--- config.mk ---
export PLATFORM = sky130hd
export DESIGN_NAME = fan_adhesion_esc_sequencer_core
export DESIGN_NICKNAME = d
export VERILOG_FILES = /design/src/rtl/fanesc_pkg.sv /design/src/rtl/fanesc_step.sv /design/src/rtl/fan_adhesion_esc_sequencer_core.sv
export SDC_FILE = /design/constraint.sdc
export NUM_CORES = 1
export LEC_CHECK = 0
export BUFFER_PORTS_ARGS = -buffer_cell sky130_fd_sc_hd__buf_4
export CORE_ASPECT_RATIO = 1.25
export CORE_UTILIZATION = 60
export CTS_BUF_LIST = sky130_fd_sc_hd__clkbuf_4
export CTS_CLUSTER_SIZE = 40
export DETAILED_ROUTE_END_ITERATION = 8
export PLACE_DENSITY = 0.87
export SETUP_SLACK_MARGIN = 0.5
export SLEW_MARGIN = 10
export SYNTH_ARGS = -nofsm -noshare
export SYNTH_HDL_FRONTEND = slang
export SYNTH_SLANG_ARGS = --single-unit
--- constraint.sdc ---
create_clock -name clk_i -period 10.7 [get_ports clk_i]
set_clock_uncertainty 0.2 [all_clocks]
set_input_delay 2.14 -clock clk_i [delete_from_list [all_inputs] [get_ports clk_i]]
set_output_delay 2.14 -clock clk_i [all_outputs]
set_load 0.005 [all_outputs]
--- src/rtl/fanesc_pkg.sv ---
// ----------------------------------------------------------------------------
// Fan ESC sequencer package
// Shared types, codes and constants for the fan adhesion ESC sequencer.
// ----------------------------------------------------------------------------
package fanesc_pkg;

  // Fixed build choices of the sequencer.
  localparam logic [15:0] RAMP_PERIOD_MS = 16'd20;
  localparam logic [15:0] ARM_TIME_MS    = 16'd2000;
  localparam logic        OUTPUT_ENABLE  = 1'b1;
  localparam logic        PWM_MAPPED     = 1'b1;

  // ESC modes as reported on the result channel.
  typedef enum logic [2:0] {
    MODE_OFF       = 3'd0,
    MODE_ARMING    = 3'd1,
    MODE_PRECHARGE = 3'd2,
    MODE_BOOST     = 3'd3,
    MODE_HOLD      = 3'd4,
    MODE_RAMP      = 3'd5,
    MODE_FAILSAFE  = 3'd6
  } esc_mode_e;

  // Track phase codes carried by an input beat.
  localparam logic [3:0] PH_FAILSAFE  = 4'd0;
  localparam logic [3:0] PH_GROUND    = 4'd1;
  localparam logic [3:0] PH_APPROACH  = 4'd2;
  localparam logic [3:0] PH_PRECHARGE = 4'd3;
  localparam logic [3:0] PH_UP        = 4'd4;
  localparam logic [3:0] PH_WALL      = 4'd5;
  localparam logic [3:0] PH_CYLINDER  = 4'd6;
  localparam logic [3:0] PH_DOWN      = 4'd7;
  localparam logic [3:0] PH_RECOVERY  = 4'd8;

  // Configuration register indexes.
  typedef enum logic [2:0] {
    REG_MIN_PULSE       = 3'd0,
    REG_HOLD_PULSE      = 3'd1,
    REG_PRECHARGE_PULSE = 3'd2,
    REG_BOOST_PULSE     = 3'd3,
    REG_RISK_LIMIT      = 3'd4,
    REG_BOOST_TIME      = 3'd5,
    REG_CONFIRM_TIME    = 3'd6,
    REG_RAMP_STEP       = 3'd7
  } cfg_idx_e;

  typedef struct packed {
    logic [15:0] min_pulse_us;
    logic [15:0] hold_pulse_us;
    logic [15:0] precharge_pulse_us;
    logic [15:0] boost_pulse_us;
    logic [15:0] risk_limit;
    logic [15:0] boost_time_ms;
    logic [15:0] confirm_time_ms;
    logic [15:0] ramp_step_us;
  } cfg_t;

  localparam cfg_t CFG_RESET = '{
    min_pulse_us:       16'd1000,
    hold_pulse_us:      16'd1400,
    precharge_pulse_us: 16'd1200,
    boost_pulse_us:     16'd1600,
    risk_limit:         16'd500,
    boost_time_ms:      16'd300,
    confirm_time_ms:    16'd200,
    ramp_step_us:       16'd20
  };

  // Sequencer state carried from tick to tick.
  typedef struct packed {
    esc_mode_e   mode;
    logic [15:0] mode_ms;
    logic [15:0] boost_ms;
    logic [15:0] confirm_ms;
    logic [15:0] ramp_ms;
    logic [15:0] pulse_us;
  } seq_state_t;

  // Input and result beats.
  typedef struct packed {
    logic [3:0]  wall_phase;
    logic [15:0] slip_risk;
    logic [15:0] tick_ms;
  } in_beat_t;

  typedef struct packed {
    logic [2:0]  esc_mode;
    logic [15:0] request_pulse_us;
    logic [15:0] drive_pulse_us;
  } out_beat_t;

endpackage

--- src/rtl/fanesc_step.sv ---
// ----------------------------------------------------------------------------
// Fan ESC sequencer tick update
// Combinational next state of the sequencer for one control tick.
// ----------------------------------------------------------------------------
module fanesc_step
  import fanesc_pkg::*;
(
  input  seq_state_t st_i,
  input  cfg_t       cfg_i,
  input  in_beat_t   beat_i,
  output seq_state_t st_o
);

  // Mode entry: a new mode clears the mode, boost and ramp timers, every entry loads the pulse.
  function automatic seq_state_t go_mode(seq_state_t s, esc_mode_e nxt,
                                         logic [15:0] pulse);
    seq_state_t r;
    r = s;
    if (s.mode != nxt) begin
      r.mode     = nxt;
      r.mode_ms  = '0;
      r.boost_ms = '0;
      r.ramp_ms  = '0;
    end
    r.pulse_us = pulse;
    return r;
  endfunction

  seq_state_t  st;
  logic        arm_wait;
  logic [15:0] dt;
  logic [15:0] floor_us;

  assign dt       = beat_i.tick_ms;
  assign floor_us = cfg_i.min_pulse_us + cfg_i.ramp_step_us;

  // One tick: arming delay first, then the phase decides the mode.
  always_comb begin
    st       = st_i;
    arm_wait = 1'b0;
    st.mode_ms = st.mode_ms + dt;

    if (OUTPUT_ENABLE && st.mode == MODE_ARMING) begin
      st.pulse_us = cfg_i.min_pulse_us;
      if (st.mode_ms < ARM_TIME_MS) begin
        arm_wait = 1'b1;
      end else begin
        st = go_mode(st, MODE_OFF, cfg_i.min_pulse_us);
      end
    end

    if (!arm_wait) begin
      case (beat_i.wall_phase) inside
        PH_FAILSAFE: begin
          st = go_mode(st, MODE_FAILSAFE, cfg_i.hold_pulse_us);
        end
        PH_GROUND, PH_APPROACH: begin
          st.confirm_ms = '0;
          st = go_mode(st, MODE_OFF, cfg_i.min_pulse_us);
        end
        PH_PRECHARGE: begin
          st.confirm_ms = '0;
          st = go_mode(st, MODE_PRECHARGE, cfg_i.precharge_pulse_us);
        end
        [PH_UP:PH_DOWN]: begin
          st.confirm_ms = '0;
          if (beat_i.slip_risk > cfg_i.risk_limit && beat_i.wall_phase != PH_DOWN &&
              st.mode != MODE_BOOST) begin
            st = go_mode(st, MODE_BOOST, cfg_i.boost_pulse_us);
          end else if (st.mode == MODE_BOOST) begin
            st.boost_ms = st.boost_ms + dt;
            if (st.boost_ms >= cfg_i.boost_time_ms) begin
              st = go_mode(st, MODE_HOLD, cfg_i.hold_pulse_us);
            end
          end else begin
            st = go_mode(st, MODE_HOLD, cfg_i.hold_pulse_us);
          end
        end
        PH_RECOVERY: begin
          st.confirm_ms = st.confirm_ms + dt;
          if (st.confirm_ms < cfg_i.confirm_time_ms) begin
            st = go_mode(st, MODE_HOLD, cfg_i.hold_pulse_us);
          end else begin
            if (st.mode != MODE_RAMP) begin
              st = go_mode(st, MODE_RAMP, cfg_i.hold_pulse_us);
            end
            st.ramp_ms = st.ramp_ms + dt;
            if (st.ramp_ms >= RAMP_PERIOD_MS) begin
              st.ramp_ms = '0;
              if (st.pulse_us > floor_us) begin
                st.pulse_us = st.pulse_us - cfg_i.ramp_step_us;
              end else begin
                st = go_mode(st, MODE_OFF, cfg_i.min_pulse_us);
              end
            end
          end
        end
        default: begin
          st = go_mode(st, MODE_OFF, cfg_i.min_pulse_us);
        end
      endcase
    end
  end

  assign st_o = st;

endmodule

--- src/rtl/fan_adhesion_esc_sequencer_core.sv ---
// ----------------------------------------------------------------------------
// Fan adhesion ESC sequencer
// Tracks the fan ESC mode and pulse width request from per-tick track phase,
// adhesion risk and elapsed time.
// ----------------------------------------------------------------------------
//   channel | direction | handshake                 | beat
//   in      | input     | in_valid_i / in_stall_o   | in_beat_t (phase, risk, tick)
//   out     | output    | out_valid_o / out_stall_i | out_beat_t (mode, request, drive)
//   cfg     | input     | cfg_valid_i / cfg_ready_o | cfg_index_i, cfg_data_i
//
// One beat is taken every cycle unless the input stalls; its result is registered.
// The whole tick update is one combinational pass from the state registers.
// A two-entry output stage (output register plus skid) keeps the input open
// while a result waits; the input stalls only once both entries are full.
// Reset loads the register defaults and starts the arming delay.
// Configuration writes are always taken.
// ----------------------------------------------------------------------------
module fan_adhesion_esc_sequencer_core
  import fanesc_pkg::*;
(
  input  logic      clk_i,
  input  logic      rst_ni,
  input  logic      in_valid_i,
  output logic      in_stall_o,
  input  in_beat_t  in_data_i,
  output logic      out_valid_o,
  input  logic      out_stall_i,
  output out_beat_t out_data_o,
  input  logic      cfg_valid_i,
  output logic      cfg_ready_o,
  input  logic [2:0] cfg_index_i,
  input  logic [15:0] cfg_data_i
);

  cfg_t       cfg_q;
  seq_state_t st_q, st_d;
  out_beat_t  res;
  out_beat_t  out_q, skid_q;
  logic       out_vld_q, skid_vld_q;
  logic       in_acc;
  logic       out_free;

  assign cfg_ready_o = 1'b1;

  // Configuration registers.
  always_ff @(posedge clk_i or negedge rst_ni) begin
    if (!rst_ni) begin
      cfg_q <= CFG_RESET;
    end else if (cfg_valid_i) begin
      case (cfg_idx_e'(cfg_index_i))
        REG_MIN_PULSE:       cfg_q.min_pulse_us       <= cfg_data_i;
        REG_HOLD_PULSE:      cfg_q.hold_pulse_us      <= cfg_data_i;
        REG_PRECHARGE_PULSE: cfg_q.precharge_pulse_us <= cfg_data_i;
        REG_BOOST_PULSE:     cfg_q.boost_pulse_us     <= cfg_data_i;
        REG_RISK_LIMIT:      cfg_q.risk_limit         <= cfg_data_i;
        REG_BOOST_TIME:      cfg_q.boost_time_ms      <= cfg_data_i;
        REG_CONFIRM_TIME:    cfg_q.confirm_time_ms    <= cfg_data_i;
        REG_RAMP_STEP:       cfg_q.ramp_step_us       <= cfg_data_i;
        default: ;
      endcase
    end
  end

  // Tick update.
  fanesc_step u_step (
    .st_i   (st_q),
    .cfg_i  (cfg_q),
    .beat_i (in_data_i),
    .st_o   (st_d)
  );

  assign in_stall_o = skid_vld_q;
  assign in_acc     = in_valid_i && !in_stall_o;

  // Sequencer state advances on every accepted beat.
  always_ff @(posedge clk_i or negedge rst_ni) begin
    if (!rst_ni) begin
      st_q.mode       <= OUTPUT_ENABLE ? MODE_ARMING : MODE_OFF;
      st_q.mode_ms    <= '0;
      st_q.boost_ms   <= '0;
      st_q.confirm_ms <= '0;
      st_q.ramp_ms    <= '0;
      st_q.pulse_us   <= CFG_RESET.min_pulse_us;
    end else if (in_acc) begin
      st_q <= st_d;
    end
  end

  // Result of this tick.
  always_comb begin
    res.esc_mode         = st_d.mode;
    res.request_pulse_us = st_d.pulse_us;
    res.drive_pulse_us   = (OUTPUT_ENABLE && PWM_MAPPED) ? st_d.pulse_us : '0;
  end

  // Output register with skid entry.
  assign out_free = !out_vld_q || !out_stall_i;

  always_ff @(posedge clk_i or negedge rst_ni) begin
    if (!rst_ni) begin
      out_vld_q  <= 1'b0;
      skid_vld_q <= 1'b0;
    end else if (out_free) begin
      if (skid_vld_q) begin
        out_vld_q  <= 1'b1;
        skid_vld_q <= 1'b0;
      end else begin
        out_vld_q <= in_acc;
      end
    end else if (in_acc) begin
      skid_vld_q <= 1'b1;
    end
  end

  always_ff @(posedge clk_i) begin
    if (out_free) begin
      if (skid_vld_q) begin
        out_q <= skid_q;
      end else if (in_acc) begin
        out_q <= res;
      end
    end else if (in_acc) begin
      skid_q <= res;
    end
  end

  assign out_valid_o = out_vld_q;
  assign out_data_o  = out_q;

endmodule

==> flow_summary.toml <==
[clock_network]
hold_buffers = 0
cts.clk_slew.worst_paths_ns = 0.07
cts_root_buf = "clkbuf_4"
cts_max_path_buffers = 3
cts.htree.levels = 3
cts_buffers = 66
cts_resized = 0
clkSinkCount = 251
cts_tree = "built"
insertion_delay_ns = 0.71
cts_setup_buffers = 0

[power_and_ir_drop]
p_per_area_nw_per_um2 = 209
peakVddDrop_uv = 208
p_leak_nw = 9.38

[setup_path]
slowest_delay_ns = 0.55
cp_data_required_time_ns = 11.06
crit_type = "in2reg"
worstSetupEndpointType = "flop"
cpMostUsedCell = "buf_4"
crit_slowest_cell = "a2111oi_1"
r2r-start = "st_q[66]$_DFFE_PN0P_"
r2r_slack_ns = 2.21
startpoint = "in_data_i[3]"
crit_fanout = 23
crit_arrival_ns = 10.02
cp-start-kind = "input pin"

[routing]
drcViolationCount = 1
drt-pass1-iter-count = 8
wl_per_cell_um = 21.9
vias = 16003
drtIter0Drc = 1397
ant_nets = 0
vias_per_cell = 6.40
routed_wl_um = 54700

[synthesis]
synth_top_area_cell = "dfrtp_1"
ys_ff_latch = 251
synthesis.area_um2 = 17900
syn_nets = 2168
synth.distinct_cells = 80
ys_top_cells_by_area = "dfrtp_1 24%, ha_1 11%, mux2_2 8.7%"
synth.avg_cell_area_um2 = 9.21
yosysTopAreaCellShare_pct = 24.0
synth_seq_area_share_pct = 36.4
ys.flop_type = "dfrtp_1"
synthArstFlopShare_pct = 84.9
yosys_warnings = 0
synth-edff-count = 38
syn_inst = 1949

[timing]
period_minus_slack_ns = 9.66
setup_viol = 0
rsz0062_at_grt = "false"
maxSlewHeadroom_pct = 16.3
hold_viol_final = 0
whs_ns = 0.280
maxSlewViolCount = 0
setup_tns_ns = 0
worstMarginPinSlew_ns = 1.24
fmax_ghz = 0.104
finalCritPeriodShare_pct = 90.3

[layout]
final_cell_mix = "245 x nand2_1, 172 x dfrtp_1, 158 x a21oi_1"
mostFrequentLayoutCell = "nand2_1"
regArea_um2 = 6520
final_area_um2 = 20000
nets = 2269
syn_to_final_growth_pct = 11.2
drive_gt1_share_pct = 21.8
num-fill-cells = 2281
multi_input_area_um2 = 10600

[global_route]
grt_pass1_wl_um = 85200
grt.total_usage_pct = 36.5
antenna_found_initial = 1
grt_max_degree = 81
grt_pass1_vias = 16023
overflow = 0

[floorplanning]
io_pins = 98
die_x_um = 157
initial_core_util_pct = 61.1
die_area_um2 = 30600
core_um2 = 29300
num_rows = 70
fp.dieH_um = 195

[placement]
dp_hpwl_um = 39600
dpl_cell_area_um2 = 19000
place_congestion = 0.995
portBuffers = 96

[hold_path]
hp-class = "reg2reg"
hp-start = "st_q[40]$_DFFE_PN0P_"

[run_status]
status = "complete, but fails checks"
violations = "DRC"

[flow_run]
cap_violations = 0
==> kinds of logic after synthesis <==
kind of cell               Yosys count  synth area share, %
AOI/OAI and AO/OA                  496                 18.3
xor gates and xnor gates            74                 3.61
adders and majority gates          159                 11.3
buffers and inverters              204                 4.70
DFF                                251                 36.4
muxes                              156                 9.67
other                                1               0.0209
and+or+nand+nor                    608                 16.0
==> area by class of cell <==
type	instances	area share (%)
Clock inverter	14	0.665
Timing Repair Buffer	129	4.89
Antenna cell	1	0.0125
Inverter	108	2.03
Tap cell	396	2.48
Sequential cell	251	32.7
Clock buffer	107	4.03
Multi-Input combinational cell	1494	53.2
==> per-layer routing <==
| metal | vias to the layer above | wire length (um) | track usage [%] |
|---|---|---|---|
| met5 | - | 0 | 0 |
| met4 | 0 | 4500 | 27.9 |
| li1 | 7268 | - | - |
| met1 | 7605 | 19900 | 42.0 |
| met3 | 278 | 4330 | 6.32 |
| met2 | 852 | 26000 | 60.3 |
==> sequential cells by signal (all words and copies together), names as in the netlist <==
name and cells:
st_q 83, in_stall_o 1, cfg_q 128, out_data_o 19, skid_q 19, out_valid_o 1
==> metrics by stage <==
step	power [mW]	setup WS, ns	cells	util, %
2_1_floorplan	2.66	0.965	1949	-
3_3_place_gp	3.10	0.770	2378	64.8
3_5_place_dp	3.19	0.462	2378	64.8
4_1_cts	4.13	1.16	2499	68.0
5_1_grt	4.44	0.524	2500	68.0
6_report	4.18	1.04	2500	68.0
==> Yosys cell counts (all sizes together) (38+ instances only) <==
library cell,n
nand2,245
dfrtp,172
a21oi,158
ha,153
mux2,139
nor2,109
inv,108
o21ai,84
clkbuf,68
nor3,47
a21o,46
xnor2,46
dfstp,41
nand3,40
edfxtp,38
==> worst paths after layout <==
path,endpoint,cells after the start
worst min register to register,st_q[40]$_DFFE_PN0P_,2
worst min-delay path,st_q[40]$_DFFE_PN0P_,2
max in group asynchronous,cfg_q[93]$_DFFE_PN0P_,3
min in group asynchronous,cfg_q[58]$_DFFE_PN0P_,1
worst max register to register,out_data_o[23]$_DFFE_PP_,31
worst max-delay path,out_data_o[23]$_DFFE_PP_,32
==> worst max-delay path: cells and delay by family <==
family | cells | cell delay [ns]
xor gates and xnor gates | 1 | 0.21
buffers and inverters | 4 | 0.90
and+or+nand+nor | 5 | 0.89
AOI/OAI and AO/OA | 17 | 4.30
adders and majority gates | 4 | 1.33
muxes | 1 | 0.24
==> power by group <==
group	internal (mW)	total, mW	leakage, nW	switching [mW]
Combinational	0.806	1.87	5.85	1.06
Sequential	1.20	1.37	2.97	0.177
Clock	0.525	0.936	0.560	0.411
Note: power is estimated with default switching activity, not from simulation.
